$ cat src/rtl/psoc_pkg.sv
// Shared types and constants of the pump schedule override controller.
// No dependencies; every other file but the defines header imports it.
package psoc_pkg;

    localparam int SEC_PER_DAY = 86400;
    localparam int SEC_PER_MIN = 60;
    localparam logic [31:0] MANUAL_TIMEOUT_MS = 32'd1800000;

    localparam int CFG_IDX_W  = 4;
    localparam int CFG_DATA_W = 16;

    // Configuration register indexes.
    localparam logic [CFG_IDX_W-1:0] CFG_SCHED_EN   = 4'd0;
    localparam logic [CFG_IDX_W-1:0] CFG_SCHED_MODE = 4'd1;
    localparam logic [CFG_IDX_W-1:0] CFG_WDAY_MASK  = 4'd2;
    localparam logic [CFG_IDX_W-1:0] CFG_START_MIN  = 4'd3;
    localparam logic [CFG_IDX_W-1:0] CFG_END_MIN    = 4'd4;
    localparam logic [CFG_IDX_W-1:0] CFG_INTERVAL   = 4'd5;
    localparam logic [CFG_IDX_W-1:0] CFG_ANCHOR     = 4'd6;
    localparam logic [CFG_IDX_W-1:0] CFG_TARGET     = 4'd7;

    // Remainder unit: 17-bit day count by an 8-bit period.
    localparam int MOD_DVD_W = 17;
    localparam int MOD_DIV_W = 8;
    localparam int MOD_CNT_W = $clog2(MOD_DVD_W);

    typedef enum logic [2:0] {
        OP_TICK      = 3'd0,
        OP_FORCE_ON  = 3'd1,
        OP_FORCE_OFF = 3'd2,
        OP_RESET     = 3'd3,
        OP_SET_DIS   = 3'd4
    } t_op;

    typedef enum logic [1:0] {
        BTN_NONE  = 2'd0,
        BTN_SHORT = 2'd1,
        BTN_LONG  = 2'd2
    } t_btn;

    typedef enum logic [1:0] {
        OV_AUTO = 2'd0,
        OV_ON   = 2'd1,
        OV_OFF  = 2'd2
    } t_ovr;

    typedef enum logic [1:0] {
        MODE_WEEKDAY  = 2'd0,
        MODE_INTERVAL = 2'd1,
        MODE_DATE     = 2'd2,
        MODE_NEVER    = 2'd3
    } t_mode;

    typedef enum logic [2:0] {
        ST_IDLE,
        ST_PREP,
        ST_PROD,
        ST_DAYS,
        ST_MOD,
        ST_APPLY
    } t_state;

    typedef struct packed {
        logic        sched_en;
        logic [1:0]  sched_mode;
        logic [6:0]  wday_mask;
        logic [10:0] start_min;
        logic [10:0] end_min;
        logic [7:0]  interval;
        logic [15:0] anchor;
        logic [15:0] target;
    } t_cfg;

    typedef struct packed {
        logic                 start;
        logic [MOD_DVD_W-1:0] dividend;
        logic [MOD_DIV_W-1:0] divisor;
    } t_mod_req;

    typedef struct packed {
        logic busy;
        logic done;
        logic rem_zero;
    } t_mod_status;

endpackage

$ cat src/rtl/psoc_if.sv
// Handshake interfaces of the pump schedule controller: item, result, config write.
// Depends on psoc_pkg.
interface psoc_in_if;
    import psoc_pkg::*;
    logic        valid;
    logic        ready;
    logic [2:0]  operation;
    logic [1:0]  button_event;
    logic [31:0] now_ms;
    logic [15:0] day_number;
    logic [16:0] second_of_day;
    logic [2:0]  day_of_week;

    modport source (output valid, operation, button_event, now_ms, day_number,
                    second_of_day, day_of_week, input ready);
    modport sink   (input valid, operation, button_event, now_ms, day_number,
                    second_of_day, day_of_week, output ready);
endinterface

interface psoc_out_if;
    logic       valid;
    logic       ready;
    logic       pump_on;
    logic [1:0] override_state;
    logic       schedule_active;

    modport source (output valid, pump_on, override_state, schedule_active, input ready);
    modport sink   (input valid, pump_on, override_state, schedule_active, output ready);
endinterface

interface psoc_cfg_if;
    import psoc_pkg::*;
    logic                  valid;
    logic                  ready;
    logic [CFG_IDX_W-1:0]  index;
    logic [CFG_DATA_W-1:0] data;

    modport source (output valid, index, data, input ready);
    modport sink   (input valid, index, data, output ready);
endinterface

$ cat src/rtl/psoc_cfg_regs.sv
// Configuration register file of the pump schedule controller.
// Depends on psoc_pkg and psoc_cfg_if.
module psoc_cfg_regs (
    input  logic          i_clk,
    input  logic          i_rst_n,
    psoc_cfg_if.sink      i_cfg,
    output psoc_pkg::t_cfg o_cfg
);
    import psoc_pkg::*;

    t_cfg r_cfg;

    assign i_cfg.ready = 1'b1;
    assign o_cfg       = r_cfg;

    always_ff @(posedge i_clk) begin
        if (!i_rst_n) begin
            // Everything clears except the interval period, which resets to one day.
            r_cfg <= '{interval: 8'd1, default: '0};
        end else if (i_cfg.valid) begin
            case (i_cfg.index)
                CFG_SCHED_EN:   r_cfg.sched_en   <= i_cfg.data[0];
                CFG_SCHED_MODE: r_cfg.sched_mode <= i_cfg.data[1:0];
                CFG_WDAY_MASK:  r_cfg.wday_mask  <= i_cfg.data[6:0];
                CFG_START_MIN:  r_cfg.start_min  <= i_cfg.data[10:0];
                CFG_END_MIN:    r_cfg.end_min    <= i_cfg.data[10:0];
                CFG_INTERVAL:   r_cfg.interval   <= i_cfg.data[7:0];
                CFG_ANCHOR:     r_cfg.anchor     <= i_cfg.data;
                CFG_TARGET:     r_cfg.target     <= i_cfg.data;
                default: ;
            endcase
        end
    end

endmodule

$ cat src/rtl/psoc_mod_unit.sv
// Iterative restoring remainder unit, one dividend bit per cycle.
// Depends on psoc_pkg.
module psoc_mod_unit (
    input  logic                 i_clk,
    input  logic                 i_rst_n,
    input  psoc_pkg::t_mod_req   i_req,
    output psoc_pkg::t_mod_status o_status
);
    import psoc_pkg::*;

    logic [MOD_DVD_W-1:0] r_dvd;
    logic [MOD_DIV_W-1:0] r_rem;
    logic [MOD_DIV_W-1:0] r_div;
    logic [MOD_CNT_W-1:0] r_cnt;
    logic                 r_busy;
    logic                 r_done;

    logic [MOD_DIV_W:0]   shifted;
    logic [MOD_DIV_W+1:0] trial;

    // Bring down the next dividend bit and subtract the divisor if it fits.
    always_comb begin
        shifted = {r_rem, r_dvd[MOD_DVD_W-1]};
        trial   = {1'b0, shifted} - {2'b00, r_div};
    end

    always_ff @(posedge i_clk) begin
        if (!i_rst_n) begin
            r_busy <= 1'b0;
            r_done <= 1'b0;
            r_cnt  <= '0;
        end else begin
            r_done <= 1'b0;
            if (i_req.start) begin
                r_busy <= 1'b1;
                r_cnt  <= MOD_CNT_W'(MOD_DVD_W - 1);
            end else if (r_busy) begin
                r_cnt <= r_cnt - 1'b1;
                if (r_cnt == '0) begin
                    r_busy <= 1'b0;
                    r_done <= 1'b1;
                end
            end
        end
    end

    always_ff @(posedge i_clk) begin
        if (i_req.start) begin
            r_dvd <= i_req.dividend;
            r_div <= i_req.divisor;
            r_rem <= '0;
        end else if (r_busy) begin
            r_dvd <= {r_dvd[MOD_DVD_W-2:0], 1'b0};
            r_rem <= trial[MOD_DIV_W+1] ? shifted[MOD_DIV_W-1:0] : trial[MOD_DIV_W-1:0];
        end
    end

    assign o_status.busy     = r_busy;
    assign o_status.done     = r_done;
    assign o_status.rem_zero = (r_rem == '0);

endmodule

$ cat src/rtl/pump_schedule_override_controller_top.sv
// Top level of the pump schedule override controller: sequencer and override logic.
// Depends on psoc_pkg, psoc_if, psoc_cfg_regs and psoc_mod_unit.
//
//   channel   | dir | handshake           | transaction carries
//   ----------+-----+---------------------+----------------------------------------
//   i_item    | in  | valid/ready         | operation, button, time and date fields
//   o_result  | out | valid/ready         | pump_on, override_state, schedule_active
//   i_cfg     | in  | valid/ready (ready=1)| register index, write data
//
// Each item passes through the PREP, PROD, DAYS, MOD and APPLY steps before the next
// item is accepted; MOD runs the 17-step remainder of the interval day count.
// The block takes one item at a time, and it takes the next item while the
// previous result still waits in the output register.
// Reset (synchronous, active low) returns control and configuration to their
// reset values. A stalled result only holds the sequencer at its final step.
module pump_schedule_override_controller_top (
    input  logic        i_clk,
    input  logic        i_rst_n,
    psoc_in_if.sink     i_item,
    psoc_out_if.source  o_result,
    psoc_cfg_if.sink    i_cfg
);
    import psoc_pkg::*;

    // Configuration registers live in their own block.
    t_cfg        cfg;
    t_mod_req    mod_req;
    t_mod_status mod_status;

    psoc_cfg_regs u_cfg (
        .i_clk  (i_clk),
        .i_rst_n(i_rst_n),
        .i_cfg  (i_cfg),
        .o_cfg  (cfg)
    );

    psoc_mod_unit u_mod (
        .i_clk   (i_clk),
        .i_rst_n (i_rst_n),
        .i_req   (mod_req),
        .o_status(mod_status)
    );

    t_state r_state, n_state;

    // Captured item.
    logic [2:0]  r_op;
    logic [1:0]  r_btn;
    logic [31:0] r_now;
    logic [15:0] r_day;
    logic [16:0] r_sec;
    logic [2:0]  r_dow;

    // Intermediate results of the schedule evaluation.
    logic signed [16:0] r_dd;       // day_number - anchor_day
    logic signed [17:0] r_rr;       // second_of_day - start_minute*60
    logic signed [34:0] r_prod;     // r_dd * seconds per day
    logic               r_win;
    logic               r_wk_hit;
    logic               r_date_hit;
    logic               r_timed_out;
    logic               r_int_ok;

    // Controller state.
    t_ovr        r_ovr, n_ovr;
    logic [31:0] r_start_ms, n_start_ms;
    logic        r_pump, n_pump;
    logic        r_dis, n_dis;

    // Output register.
    logic       r_out_valid;
    logic       r_out_pump;
    logic [1:0] r_out_ovr;
    logic       r_out_sched;

    logic accept;
    logic out_free;
    logic load_out;

    assign accept   = i_item.valid && i_item.ready;
    assign out_free = !r_out_valid || o_result.ready;
    assign load_out = (r_state == ST_APPLY) && out_free;

    // Products and differences used by the window and interval tests.
    logic [16:0]        start_sec;
    logic [16:0]        end_sec;
    logic signed [34:0] diff;
    logic signed [17:0] adj;
    logic signed [17:0] days_s;
    logic [16:0]        days_c;
    logic               sched;

    localparam logic signed [17:0] DAY_S18  = 18'(SEC_PER_DAY);
    localparam logic signed [34:0] NEG_DAY  = -35'(SEC_PER_DAY);

    always_comb begin
        start_sec = 17'(cfg.start_min) * 17'(SEC_PER_MIN);
        end_sec   = 17'(cfg.end_min) * 17'(SEC_PER_MIN);

        // Elapsed seconds since the anchor start; truncation toward zero
        // lets anything less than a day before the start count as day 0.
        diff = r_prod + {{17{r_rr[17]}}, r_rr};
        if (r_rr < -DAY_S18) begin
            adj = -18'sd2;
        end else if (r_rr < 18'sd0) begin
            adj = -18'sd1;
        end else if (r_rr < DAY_S18) begin
            adj = 18'sd0;
        end else begin
            adj = 18'sd1;
        end
        days_s = {r_dd[16], r_dd} + adj;
        days_c = diff[34] ? 17'd0 : days_s[16:0];
    end

    always_comb begin
        sched = 1'b0;
        if (cfg.sched_en) begin
            case (t_mode'(cfg.sched_mode))
                MODE_WEEKDAY:  sched = r_wk_hit && r_win;
                MODE_INTERVAL: sched = r_int_ok && (cfg.interval != '0) &&
                                       mod_status.rem_zero && r_win;
                MODE_DATE:     sched = r_date_hit && r_win;
                default:       sched = 1'b0;
            endcase
        end
    end

    // Sequencer.
    always_ff @(posedge i_clk) begin
        if (!i_rst_n) begin
            r_state <= ST_IDLE;
        end else begin
            r_state <= n_state;
        end
    end

    always_comb begin
        n_state          = r_state;
        i_item.ready     = 1'b0;
        mod_req.start    = 1'b0;
        mod_req.dividend = days_c;
        mod_req.divisor  = cfg.interval;
        case (r_state)
            ST_IDLE: begin
                i_item.ready = 1'b1;
                if (i_item.valid) begin
                    n_state = ST_PREP;
                end
            end
            ST_PREP: n_state = ST_PROD;
            ST_PROD: n_state = ST_DAYS;
            ST_DAYS: begin
                mod_req.start = 1'b1;
                n_state       = ST_MOD;
            end
            ST_MOD: begin
                if (mod_status.done) begin
                    n_state = ST_APPLY;
                end
            end
            ST_APPLY: begin
                if (out_free) begin
                    n_state = ST_IDLE;
                end
            end
            default: n_state = ST_IDLE;
        endcase
    end

    // Item capture and the datapath steps ahead of the remainder.
    always_ff @(posedge i_clk) begin
        if (accept) begin
            r_op  <= i_item.operation;
            r_btn <= i_item.button_event;
            r_now <= i_item.now_ms;
            r_day <= i_item.day_number;
            r_sec <= i_item.second_of_day;
            r_dow <= i_item.day_of_week;
        end
        if (r_state == ST_PREP) begin
            r_dd        <= $signed({1'b0, r_day}) - $signed({1'b0, cfg.anchor});
            r_rr        <= $signed({1'b0, r_sec}) - $signed({1'b0, start_sec});
            r_win       <= (r_sec >= start_sec) && (r_sec < end_sec);
            r_wk_hit    <= (r_dow <= 3'd6) && cfg.wday_mask[r_dow];
            r_date_hit  <= (r_day == cfg.target);
            r_timed_out <= (r_now - r_start_ms) > MANUAL_TIMEOUT_MS;
        end
        if (r_state == ST_PROD) begin
            r_prod <= r_dd * DAY_S18;
        end
        if (r_state == ST_DAYS) begin
            r_int_ok <= (diff > NEG_DAY);
        end
    end

    // Override logic, applied once per item in its final step.
    always_comb begin
        logic timed;
        n_ovr      = r_ovr;
        n_start_ms = r_start_ms;
        n_pump     = r_pump;
        n_dis      = r_dis;
        timed      = r_timed_out;
        case (t_op'(r_op))
            OP_TICK: begin
                case (t_btn'(r_btn))
                    BTN_SHORT: begin
                        if (r_pump) begin
                            n_ovr = OV_OFF;
                        end else begin
                            n_ovr      = OV_ON;
                            n_start_ms = r_now;
                            timed      = 1'b0;
                        end
                    end
                    BTN_LONG: begin
                        n_ovr = OV_AUTO;
                        n_dis = 1'b0;
                    end
                    default: ;
                endcase
                // Manual on times out; manual off ends with the window.
                if (n_ovr == OV_ON && timed) begin
                    n_ovr = OV_AUTO;
                end
                if (n_ovr == OV_OFF && !sched) begin
                    n_ovr = OV_AUTO;
                end
                if (n_ovr == OV_ON) begin
                    n_pump = 1'b1;
                end else if (n_ovr == OV_OFF) begin
                    n_pump = 1'b0;
                end else begin
                    n_pump = !n_dis && sched;
                end
            end
            OP_FORCE_ON: begin
                n_ovr      = OV_ON;
                n_start_ms = r_now;
            end
            OP_FORCE_OFF: n_ovr = OV_OFF;
            OP_RESET:     n_ovr = OV_AUTO;
            OP_SET_DIS:   n_dis = 1'b1;
            default: ;
        endcase
    end

    always_ff @(posedge i_clk) begin
        if (!i_rst_n) begin
            r_ovr       <= OV_AUTO;
            r_start_ms  <= '0;
            r_pump      <= 1'b0;
            r_dis       <= 1'b0;
            r_out_valid <= 1'b0;
        end else begin
            if (load_out) begin
                r_ovr       <= n_ovr;
                r_start_ms  <= n_start_ms;
                r_pump      <= n_pump;
                r_dis       <= n_dis;
                r_out_valid <= 1'b1;
            end else if (o_result.ready) begin
                r_out_valid <= 1'b0;
            end
        end
    end

    always_ff @(posedge i_clk) begin
        if (load_out) begin
            r_out_pump  <= n_pump;
            r_out_ovr   <= n_ovr;
            r_out_sched <= sched;
        end
    end

    assign o_result.valid           = r_out_valid;
    assign o_result.pump_on         = r_out_pump;
    assign o_result.override_state  = r_out_ovr;
    assign o_result.schedule_active = r_out_sched;

endmodule

$ cat src/flat_wrapper.sv
// flat-port wrapper written by rule: the top's interface ports become plain ports
module pump_schedule_override_controller_top_flat import psoc_pkg::*;
  (i_clk, i_rst_n, i_item_valid, i_item_operation, i_item_button_event, i_item_now_ms, i_item_day_number, i_item_second_of_day, i_item_day_of_week, i_item_ready, o_result_valid, o_result_pump_on, o_result_override_state, o_result_schedule_active, o_result_ready, i_cfg_valid, i_cfg_index, i_cfg_data, i_cfg_ready);
  psoc_in_if i_item_i ();
  psoc_out_if o_result_i ();
  psoc_cfg_if i_cfg_i ();
  input  logic i_clk;
  input  logic i_rst_n;
  input wire logic [$bits(i_item_i.valid)-1:0] i_item_valid;
  input wire logic [$bits(i_item_i.operation)-1:0] i_item_operation;
  input wire logic [$bits(i_item_i.button_event)-1:0] i_item_button_event;
  input wire logic [$bits(i_item_i.now_ms)-1:0] i_item_now_ms;
  input wire logic [$bits(i_item_i.day_number)-1:0] i_item_day_number;
  input wire logic [$bits(i_item_i.second_of_day)-1:0] i_item_second_of_day;
  input wire logic [$bits(i_item_i.day_of_week)-1:0] i_item_day_of_week;
  output wire logic [$bits(i_item_i.ready)-1:0] i_item_ready;
  output wire logic [$bits(o_result_i.valid)-1:0] o_result_valid;
  output wire logic [$bits(o_result_i.pump_on)-1:0] o_result_pump_on;
  output wire logic [$bits(o_result_i.override_state)-1:0] o_result_override_state;
  output wire logic [$bits(o_result_i.schedule_active)-1:0] o_result_schedule_active;
  input wire logic [$bits(o_result_i.ready)-1:0] o_result_ready;
  input wire logic [$bits(i_cfg_i.valid)-1:0] i_cfg_valid;
  input wire logic [$bits(i_cfg_i.index)-1:0] i_cfg_index;
  input wire logic [$bits(i_cfg_i.data)-1:0] i_cfg_data;
  output wire logic [$bits(i_cfg_i.ready)-1:0] i_cfg_ready;
  assign i_item_i.valid = i_item_valid;
  assign i_item_i.operation = i_item_operation;
  assign i_item_i.button_event = i_item_button_event;
  assign i_item_i.now_ms = i_item_now_ms;
  assign i_item_i.day_number = i_item_day_number;
  assign i_item_i.second_of_day = i_item_second_of_day;
  assign i_item_i.day_of_week = i_item_day_of_week;
  assign i_item_ready = i_item_i.ready;
  assign o_result_valid = o_result_i.valid;
  assign o_result_pump_on = o_result_i.pump_on;
  assign o_result_override_state = o_result_i.override_state;
  assign o_result_schedule_active = o_result_i.schedule_active;
  assign o_result_i.ready = o_result_ready;
  assign i_cfg_i.valid = i_cfg_valid;
  assign i_cfg_i.index = i_cfg_index;
  assign i_cfg_i.data = i_cfg_data;
  assign i_cfg_ready = i_cfg_i.ready;
  pump_schedule_override_controller_top u_core (.i_clk(i_clk), .i_rst_n(i_rst_n), .i_item(i_item_i), .o_result(o_result_i), .i_cfg(i_cfg_i));
endmodule
$ cat config.mk
export PLATFORM = sky130hd
export DESIGN_NAME = pump_schedule_override_controller_top_flat
export DESIGN_NICKNAME = d
export VERILOG_FILES = /design/src/rtl/psoc_pkg.sv /design/src/rtl/psoc_if.sv /design/src/rtl/psoc_cfg_regs.sv /design/src/rtl/psoc_mod_unit.sv /design/src/rtl/pump_schedule_override_controller_top.sv /design/src/flat_wrapper.sv
export SDC_FILE = /design/constraint.sdc
export NUM_CORES = 1
export LEC_CHECK = 0
export ABC_CLOCK_PERIOD_IN_PS = 6100
export BUFFER_PORTS_ARGS = -buffer_cell sky130_fd_sc_hd__buf_4
export CORE_UTILIZATION = 63
export DETAILED_ROUTE_END_ITERATION = 6
export MAX_ROUTING_LAYER = met4
export PLACE_DENSITY = 0.86
export SLEW_MARGIN = 20
export SYNTH_ARGS = -nofsm -noshare
export SYNTH_HDL_FRONTEND = slang
export SYNTH_SLANG_ARGS = --single-unit
$ cat constraint.sdc
create_clock -name i_clk -period 6.1 [get_ports i_clk]
set_clock_uncertainty 0.15 [all_clocks]
set_input_delay 0.61 -clock i_clk [delete_from_list [all_inputs] [get_ports i_clk]]
set_output_delay 0.61 -clock i_clk [all_outputs]
set_load 0.02 [all_outputs]
# Yosys cells after proc, flatten, opt, wreduce, memory -nomap -nowiden
# Cells that the tools add are included.
dict set report word_totals {
  wordCells 174
  output_inout_bits 7
  input_bits 98
  ff_bits 297
}
dict set report op_classes {
  n_mux 45
  multipliers 3
  n_eq_ne 30
  reduce_logical 40
  n_bitwise 2
  magnitude_cmp 9
  add_sub_neg 7
}
# op count
set ops {}
lappend ops {{17-bit 2-to-1 mux} 5}
lappend ops {{32-bit 2-to-1 mux} 2}
lappend ops {{32-bit one-hot mux with 2 select lines} 1}
lappend ops {{18-bit < comparator (second input constant)} 2}
lappend ops {{35-bit adder} 1}
lappend ops {{35-bit by 18-bit > comparator with 1-bit output (second input constant)} 1}
lappend ops {{32-bit by 21-bit > comparator with 1-bit output (second input constant)} 1}
lappend ops {{32-bit subtractor} 1}
lappend ops {{11-bit by 4-bit multiplier with 15-bit output (second input constant)} 2}
lappend ops {{17-bit by 11-bit multiplier with 28-bit output (second input constant)} 1}
lappend ops {{1-bit 2-to-1 mux} 19}
lappend ops {{18-bit by 1-bit < comparator with 1-bit output (second input constant)} 1}
lappend ops {{3-bit one-hot mux with 6 select lines} 1}
lappend ops {{2-bit AND reduction} 9}
lappend ops {{17-bit by 17-bit subtractor with 18-bit output} 1}
lappend ops {{17-bit adder} 1}
lappend ops {{17-bit greater-or-equal comparator} 1}
lappend ops {{17-bit < comparator} 1}
lappend ops {{16-bit by 16-bit subtractor with 17-bit output} 1}
lappend ops {{16-bit == test} 1}
lappend ops {{4-bit by 3-bit == test with 1-bit output (second input constant)} 4}
lappend ops {{3-bit by 2-bit == test with 1-bit output (second input constant)} 4}
lappend ops {{1-bit logical AND} 12}
lappend ops {{2-bit 2-to-1 mux} 6}
lappend ops {{34 further kinds} 57}

# Logic depth before layout (Yosys ltp)
# Gate-level depths: netlist of the first run.
dict set report logic_depth {
  word_depth 15
  depth_mapped 21
  ltp_nobuf 21
}

# Cells and area by module
# A second synthesis of the first run with hierarchy kept.
dict set report unflattened {
  hier_cells 2287
  area_unflattened_um2 22203.8
}
# module area_per_inst_um2 cells_per_inst instances
set by_module_without_submodules {}
lappend by_module_without_submodules {pump_schedule_override_controller_top 17478.0 1850 1}
lappend by_module_without_submodules {psoc_cfg_regs 2731.4 264 1}
lappend by_module_without_submodules {psoc_mod_unit 1994.4 173 1}

# Worst setup path after synthesis of the first run
# No wires, ideal clock.
dict set report synth_timing {
  kind {register to register}
  startpoint {register u_core.r_dd[2]}
  endpoint {register u_core.r_prod[33] (data pin)}
  stages_incl_launch_ff 18
  path_buffers 0
  setup_time_ns 0.265
  required_time_ns 5.685
  path_slack_ns 1.155
  arrival_ns 4.530
  cell_sequence {edfxtp_1 ha_1 ha_1 ha_1 inv_1 fa_1 fa_1 inv_1 ha_1 a2111oi_0 o21ai_0 a221o_1 a21oi_1 a21oi_1 a21boi_0 nor2b_1 o21ai_0 xor2_1}
}
dict set report synth_via {
  elab_chain_cells 1
}
# item line_no
set synth_rtl {}
lappend synth_rtl {{from (decl)} pump_schedule_override_controller_top.sv:55} ;# logic signed [16:0] r_dd;
lappend synth_rtl {{from (signal assigned)} pump_schedule_override_controller_top.sv:182} ;# r_dd <= $signed({1'b0, r_day}) - $signed({1'b0, cfg.anchor});
lappend synth_rtl {{17-bit by 11-bit multiplier with 28-bit output} pump_schedule_override_controller_top.sv:190} ;# r_prod <= r_dd * DAY_S18;
lappend synth_rtl {{to (signal assigned)} pump_schedule_override_controller_top.sv:190}
lappend synth_rtl {{to (decl)} pump_schedule_override_controller_top.sv:57} ;# logic signed [34:0] r_prod;
# No other way between the ends.
# A chain may end at the register's enable or synchronous reset.

# Final worst setup path of the first run
dict set report layout_timing {
  startpoint {register u_core.r_dd[4]}
  endpoint {register u_core.r_prod[33] (data pin)}
}
# The elaborated chain is that of the path after synthesis.

==> impl_metrics.py, run 1 <==
metrics = {
    "clock_tree": {
        "cts_tree": "yes",
        "h-tree-depth": 1,
        "cts_root_buf": "sky130_fd_sc_hd__clkbuf_16",
        "cts_made_buffers": 31,
        "cts-resized-gates": 0,
        "cts_hold_repair.buffers": 0,
        "postCtsSetupRepairBufs": 0,
        "insertion_delay_ns": 0.60,
        "cts_sinks": 297,
        "cts_max_path_buffers": 3,
        "worst_setup_hold_path_clk_slew_ns": 0.06,
    },
    "yosys": {
        "syn_nets": 2737,
        "synth_area_leader_cell": "sky130_fd_sc_hd__edfxtp_1",
        "yosys.cell_types.count": 82,
        "ys_seq_elements": 297,
        "synth_async_sr_flop_share_pct": 0,
        "synthFlopType": "sky130_fd_sc_hd__edfxtp_1",
        "per_instance_average_area_after_synthesis_um2": 9.59,
        "synth.area.top_cells": "sky130_fd_sc_hd__edfxtp_1, sky130_fd_sc_hd__ha_1, sky130_fd_sc_hd__dfxtp_1",
        "syn_area_um2": 22000,
        "synthesis.yosys.warnings": 0,
        "yosysSeqAreaShare_pct": 34.8,
        "synth_enable_flop_cells": 170,
        "synthCells": 2294,
        "synth_top_area_share_pct": 23.2,
    },
    "timing": {
        "setup_repair_after_global_routing_missed_its_margin": "false",
        "timing_hold_violations_final": 0,
        "final_period_minus_worst_setup_slack_ns": 5.59,
        "setup-violations-final": 0,
        "achievable-frequency_mhz": 179,
        "summed_negative_setup_slack_over_all_endpoints_ns": 0,
        "relSlewSlack_pct": 30.7,
        "post-route-worst-setup-slack_ns": 0.508,
        "timing_worst_slew_pin_value_ns": 1.04,
        "timing.final.crit_share_pct": 91.7,
        "finalMaxSlewViolations": 0,
    },
    "routing": {
        "post_drt_via_cell_ratio": 5.82,
        "drt_first_pass_iters": 7,
        "routed_wire_length_per_instance_um": 17.2,
        "first_iter_violations": 911,
        "detailroute.via_count": 16700,
        "postRouteWirelength_mm": 49.2,
        "remaining_drc_errors": 3,
        "detail-route-antenna-nets": 0,
    },
    "global_routing": {
        "grt-ovfl-total": 0,
        "grt_antenna_before_repair": 1,
        "global_route.usage.total_pct": 29.1,
        "grt_pass1_wl_mm": 81.6,
        "number_of_global_route_vias_before_repair": 17100,
        "maximum_number_of_pins_on_one_net_before_global_route_repair": 74,
    },
    "final_layout": {
        "num-nets-final": 2828,
        "fin_area_um2": 24200,
        "mostFrequentLayoutCell": "sky130_fd_sc_hd__inv_1",
        "post_route_cells_drive_above_1_share_pct": 8.34,
        "layout-area-overhead-vs-synth_pct": 10.1,
        "fill_cells": 2543,
        "layout_common_cells": "sky130_fd_sc_hd__inv_1, sky130_fd_sc_hd__ha_1, sky130_fd_sc_hd__nand2_1",
    },
    "worst_setup_path": {
        "worst_reg2reg_setup_slack_ns": 0.51,
        "path_max_fanout": 6,
        "critical_path.cell_chain": "ha_1 -> ha_1 -> ha_1 -> inv_1 -> fa_1 -> fa_1 -> inv_1 -> ha_1 -> a2111oi_0 -> o21ai_0 -> a221o_1 -> a21oi_1 -> a21oi_1 -> a21boi_0 -> nor2b_1 -> o21ai_0 -> xor2_1",
        "timing_worst_setup_path_type": "reg -> reg",
        "worstSetupEndpointType": "flip-flop",
        "worstSetupStartpoint": "u_core.r_dd[4]",
        "worstRegToRegCells": 17,
        "crit_required_ns": 6.29,
        "timing.critical_path.arrival_ns": 5.78,
        "critPathCapture": "u_core.r_prod[33]",
        "startpoint_type": "flip-flop",
        "worstReg2RegEnd": "u_core.r_prod[33]",
        "max_stage_delay_ns": 0.55,
        "reg2reg_from": "u_core.r_dd[4]",
        "critPathMostFrequentCell": "sky130_fd_sc_hd__ha_1",
        "cp_slowest_cell": "sky130_fd_sc_hd__fa_1",
    },
    "floorplan": {
        "initial_core_util_pct": 63.8,
        "die_width_um": 189,
        "die_height_um": 189,
        "core_area_um2": 34500,
        "placement_rows": 68,
        "fp.dieArea_um2": 35700,
        "ioPinCount": 105,
    },
    "power_and_ir_drop": {
        "pwr_density_cell_nw_per_um2": 344,
        "vdd_ir_drop_max_mv": 0.395,
        "power.leakage_nw": 10.1,
    },
    "status": {
        "violations": "DRC",
        "run_status": "finished, violations left",
    },
    "worst_hold_path": {
        "class_of_the_worst_hold_path": "in -> reg",
        "timing.hold.worst_path_depth": 1,
    },
    "run": {
        "maxCapViolCount": 0,
    },
    "place": {
        "place_congestion": 0.920,
        "dp_hpwl_mm": 37.8,
        "portBuffers": 103,
        "dpl_cell_area_um2": 23200,
        "dpl_worst_slack_ns": 0.584,
    },
}
-- layout make-up --
class                           count  area, um2  area share (%)
Multi-Input combinational cell   1639      13000            53.7
Sequential cell                   297       7650            31.6
Inverter                          306       1150            4.74
Clock buffer                       47        905            3.74
Timing Repair Buffer              110        826            3.41
Tap cell                          455        569            2.35
Clock inverter                     11        104           0.429
Antenna cell                        1       2.50          0.0103
-- power breakdown --
part	switching, mW	total, mW	internal [mW]	leakage [nW]
registers	0.139	2.60	2.46	2.62
logic	2.18	3.86	1.68	7.00
clock network	0.805	1.87	1.07	0.497
total	3.13	8.34	5.21	10.1
-- cells in the mapped netlist (all sizes together) (6+ instances only) --
cell,number
mux2i,43
a31oi,10
nor4,16
inv,305
nor2,96
nand2b,25
or2,11
edfxtp,170
and2,13
o21bai,14
a21oi,120
and3,11
a21boi,86
a2111oi,6
o31ai,21
nor3,33
or3,14
buf,10
clkbuf,42
o21ai,97
dfxtp,127
o211ai,8
o41ai,6
nor3b,8
nand3,28
ha,257
nand4,20
nor2b,59
xnor2,95
fa,88
o21a,20
nand2,250
a21o,55
xor2,35
a211oi,16
-- worst max-delay path: cells and delay by family, from the launching register on --
family          cells  cell delay (ns)
fa+ha+maj           6             2.30
simple gates        1             0.24
xor+xnor            1             0.17
compound gates      7             1.91
flops               1             0.49
buf+inv             2             0.09
-- flip-flops by register name, indices dropped and copies added, names as in the netlist, 16 cells and up --
| register | flops |
|---|---|
| u_core.u_mod.r_dvd | 17 |
| u_core.r_dd | 17 |
| u_core.r_sec | 17 |
| u_core.r_now | 32 |
| u_core.r_prod | 28 |
| u_core.r_day | 16 |
| u_core.r_rr | 18 |
| u_core.r_start_ms | 32 |
| u_core.u_cfg.o_cfg | 72 |
-- how the worst min path moves through the flow --
stage                            from               endpoint
2_1_floorplan         u_core.r_sec[1]         u_core.r_rr[1]
3_3_place_gp    u_core.r_start_ms[15]  u_core.r_start_ms[15]
3_5_place_dp   u_core.u_cfg.o_cfg[32]  u_core.u_mod.r_div[0]
4_1_cts              i_item_now_ms[7]        u_core.r_now[7]
5_1_grt             i_item_now_ms[18]       u_core.r_now[18]
6_report        i_item_day_number[13]       u_core.r_day[13]
-- through the flow --
stage	util, %	hold slack (ns)	power (mW)	instances
after floorplan	-	0.268	5.60	2294
after global placement	67.3	0.300	6.31	2807
after detailed placement	67.3	0.303	6.46	2807
after CTS	70.3	0.00779	8.34	2865
after global routing	70.3	0.00618	8.95	2866
final	70.3	0.0362	8.34	2866
-- metal layers --
metal / GRT usage, % / up-vias / part of all wire [%] / wire length, um
met5: - / - / 0 / 0
met4: 12.9 / 0 / 4.4 / 2150
met3: 4.00 / 144 / 5.2 / 2550
met2: 50.7 / 446 / 50 / 24500
met1: 33.2 / 7954 / 41 / 20000
li1: - / 8141 / - / -
-- kinds of logic (layout without fill, tap and decap cells) --
group / count (synthesis) / count (layout) / synth area share, %
and+or+nand+nor: 599 / 599 / 13.0
DFF: 297 / 297 / 34.8
xor gates and xnor gates: 130 / 130 / 5.26
adders and majority gates: 345 / 345 / 22.6
AOI/OAI and AO/OA: 518 / 518 / 16.0
muxes: 46 / 46 / 2.16
buffers and inverters: 358 / 474 / 6.22
other: 1 / 2 / 0.0170
No activity file was read; power rests on OpenSTA's default activity.
==> inputs of run 2 (changes only) <==
- CTS_CLUSTER_DIAMETER: not set -> 30
- PLACE_DENSITY: 0.86 -> 0.81
==> run 2 against run 1 <==
  * The run now ends clean
  * First-iteration DRC count rose by 11%
  * Cell area rose by 6.7%
  * Global-route usage rose by 1.6 points
  * Worst setup slack improved by 0.17 ns
  * Flip-flop and latch count did not move
  * Routed wire length rose by 5.7%
  * Cell count rose by 2.5%
  * Critical path type unchanged
  * Largest power group is now the clock network
  * Highest routed layer unchanged
==> impl_metrics.py, run 2 (synthesis results as in run 1) <==
metrics = {
    "final_layout": {
        "fin_area_um2": 25800,
        "layout_common_cells": "sky130_fd_sc_hd__inv_1, sky130_fd_sc_hd__ha_1, sky130_fd_sc_hd__nand2_1",
        "mostFrequentLayoutCell": "sky130_fd_sc_hd__inv_1",
        "layout-area-overhead-vs-synth_pct": 17.4,
        "largest_register_ffs": 72,
        "final_util_pct": 75.0,
        "post_route_cells_drive_above_1_share_pct": 11.0,
        "diodes": 0,
        "num-nets-final": 2868,
        "fill_cells": 2278,
    },
    "power_and_ir_drop": {
        "power.leakage_nw": 10.9,
        "comb_power_share_pct": 36.8,
        "vdd_ir_drop_max_mv": 0.529,
        "seq_power_share_pct": 24.7,
        "power.share.clock_pct": 38.5,
        "power_report.internal_total_mw": 6.95,
        "pwr_density_cell_nw_per_um2": 410,
        "p_sw_share_pct": 34.3,
        "totalPowerFinal_mw": 10.6,
        "power.switching_mw": 3.63,
    },
    "worst_setup_path": {
        "worstSetupEndpointType": "flip-flop",
        "worst-path-buf-inv": 2,
        "worst_reg2reg_setup_slack_ns": 0.68,
        "cp_slowest_cell": "sky130_fd_sc_hd__fa_1",
        "worstReg2RegEnd": "u_core.r_prod[34]",
        "worstRegToRegCells": 18,
        "crit_required_ns": 6.25,
        "timing_worst_setup_path_type": "reg -> reg",
        "critPathTopFamily": "adder cells",
        "path_max_fanout": 6,
        "timing.critical_path.arrival_ns": 5.58,
        "max_stage_delay_ns": 0.54,
        "critical_path.cell_chain": "ha_1 -> ha_1 -> fa_1 -> inv_1 -> fa_1 -> fa_1 -> inv_1 -> ha_1 -> a21o_1 -> a21o_1 -> a21oi_1 -> a31oi_1 -> o21ai_0 -> nand3_1 -> a31oi_1 -> nor2b_1 -> o21ai_0 -> xnor2_1",
        "startpoint_type": "flip-flop",
        "reg2reg_from": "u_core.r_dd[5]",
    },
    "clock_tree": {
        "worst_setup_hold_path_clk_slew_ns": 0.05,
        "cts_max_path_buffers": 3,
        "cts_root_buf": "sky130_fd_sc_hd__clkbuf_16",
        "cts_tree": "yes",
        "cts-resized-gates": 0,
        "cts_sinks": 297,
        "cts_made_buffers": 71,
        "postCtsSetupRepairBufs": 0,
        "insertion_delay_ns": 0.58,
        "cts_hold_repair.buffers": 0,
        "h-tree-depth": 3,
    },
    "timing": {
        "timing.final.crit_share_pct": 88.9,
        "timing_hold_violations_final": 0,
        "final_period_minus_worst_setup_slack_ns": 5.42,
        "achievable-frequency_mhz": 184,
        "setup-violations-final": 0,
        "post-route-worst-setup-slack_ns": 0.676,
        "setup_repair_after_global_routing_missed_its_margin": "false",
        "finalMaxSlewViolations": 0,
        "summed_negative_setup_slack_over_all_endpoints_ns": 0,
        "relSlewSlack_pct": 30.1,
        "timing_worst_slew_pin_value_ns": 1.05,
    },
    "floorplan": {
        "die_height_um": 189,
        "fp.dieArea_um2": 35700,
        "initial_core_util_pct": 63.8,
        "placement_rows": 68,
        "core_area_um2": 34500,
        "ioPinCount": 105,
        "die_width_um": 189,
    },
    "routing": {
        "drt_first_pass_iters": 7,
        "detailroute.via_count": 17100,
        "detail-route-antenna-nets": 0,
        "post_drt_via_cell_ratio": 5.81,
        "postRouteWirelength_mm": 52.0,
        "first_iter_violations": 1013,
        "routed_wire_length_per_instance_um": 17.7,
        "remaining_drc_errors": 0,
    },
    "place": {
        "place_congestion": 0.947,
        "dpl_worst_slack_ns": 0.725,
        "dp_hpwl_mm": 37.0,
        "portBuffers": 103,
        "dpl_cell_area_um2": 23200,
    },
    "global_routing": {
        "maximum_number_of_pins_on_one_net_before_global_route_repair": 74,
        "number_of_global_route_vias_before_repair": 17800,
        "global_route.usage.total_pct": 30.6,
        "grt_pass1_wl_mm": 85.1,
        "grt_antenna_before_repair": 0,
        "grt-ovfl-total": 0,
    },
    "worst_hold_path": {
        "timing.hold.worst_path_depth": 1,
        "timing.hold.worst.start": "i_item_now_ms[28]",
        "class_of_the_worst_hold_path": "in -> reg",
        "hold_path_end": "u_core.r_now[28]",
    },
    "run": {
        "maxCapViolCount": 0,
    },
    "status": {
        "run_status": "finished, final reports clean",
    },
}
==> run 2: power groups by stage <==
stage / registers [mW] / clock network (mW) / logic (mW)
detailed placement: 2.65 / 0 / 3.78
CTS: 2.62 / 4.11 / 3.87
floorplan: 2.59 / 0 / 3.00
global placement: 2.64 / 0 / 3.67
global route: 2.63 / 4.20 / 4.33
finish: 2.62 / 4.07 / 3.89
==> run 2: worst max-delay path by stage <==
stage	from	to	cells after the start	slack, ns
finish	u_core.r_dd[5]	u_core.r_prod[34]	18	0.68
global route	u_core.u_cfg.o_cfg[53]	u_core.r_win	21	0.35
CTS	u_core.r_dd[5]	u_core.r_prod[34]	18	0.66
detailed placement	u_core.r_dd[5]	u_core.r_prod[34]	18	0.73
global placement	u_core.r_dd[2]	u_core.r_prod[33]	17	0.87
floorplan	u_core.r_dd[2]	u_core.r_prod[33]	17	1.15
==> run 2: worst reg2reg max path, stage by stage, from the launching register on <==
cell,delay (ns)
sky130_fd_sc_hd__edfxtp_1,0.49
sky130_fd_sc_hd__ha_1,0.34
sky130_fd_sc_hd__ha_1,0.30
sky130_fd_sc_hd__fa_1,0.53
sky130_fd_sc_hd__inv_1,0.05
sky130_fd_sc_hd__fa_1,0.50
sky130_fd_sc_hd__fa_1,0.54
sky130_fd_sc_hd__inv_1,0.04
sky130_fd_sc_hd__ha_1,0.37
sky130_fd_sc_hd__a21o_1,0.21
sky130_fd_sc_hd__a21o_1,0.17
sky130_fd_sc_hd__a21oi_1,0.18
sky130_fd_sc_hd__a31oi_1,0.15
sky130_fd_sc_hd__o21ai_0,0.28
sky130_fd_sc_hd__nand3_1,0.11
sky130_fd_sc_hd__a31oi_1,0.30
sky130_fd_sc_hd__nor2b_1,0.09
sky130_fd_sc_hd__o21ai_0,0.24
sky130_fd_sc_hd__xnor2_1,0.11
==> run 2: layout make-up <==
cell class | count | area [um2] | area share [%]
Tap cell | 455 | 569 | 2.20
Sequential cell | 297 | 7650 | 29.6
Timing Repair Buffer | 110 | 826 | 3.20
Inverter | 306 | 1150 | 4.45
Clock buffer | 93 | 2000 | 7.75
Clock inverter | 39 | 621 | 2.40
Multi-Input combinational cell | 1639 | 13000 | 50.4
==> run 2: layer usage <==
metal	vias to the layer above	GRT usage (%)	wire length (um)
li1	8262	-	-
met3	163	5.51	2880
met4	0	15.6	2340
met5	-	-	0
met1	8121	34.5	21200
met2	517	52.2	25600
==> run 2: through the flow <==
step / hold slack (ns) / cells
6_report: 0.0482 / 2939
5_1_grt: 0.0345 / 2939
4_1_cts: 0.0338 / 2939
3_5_place_dp: 0.280 / 2807
3_3_place_gp: 0.284 / 2807
2_1_floorplan: 0.268 / 2294
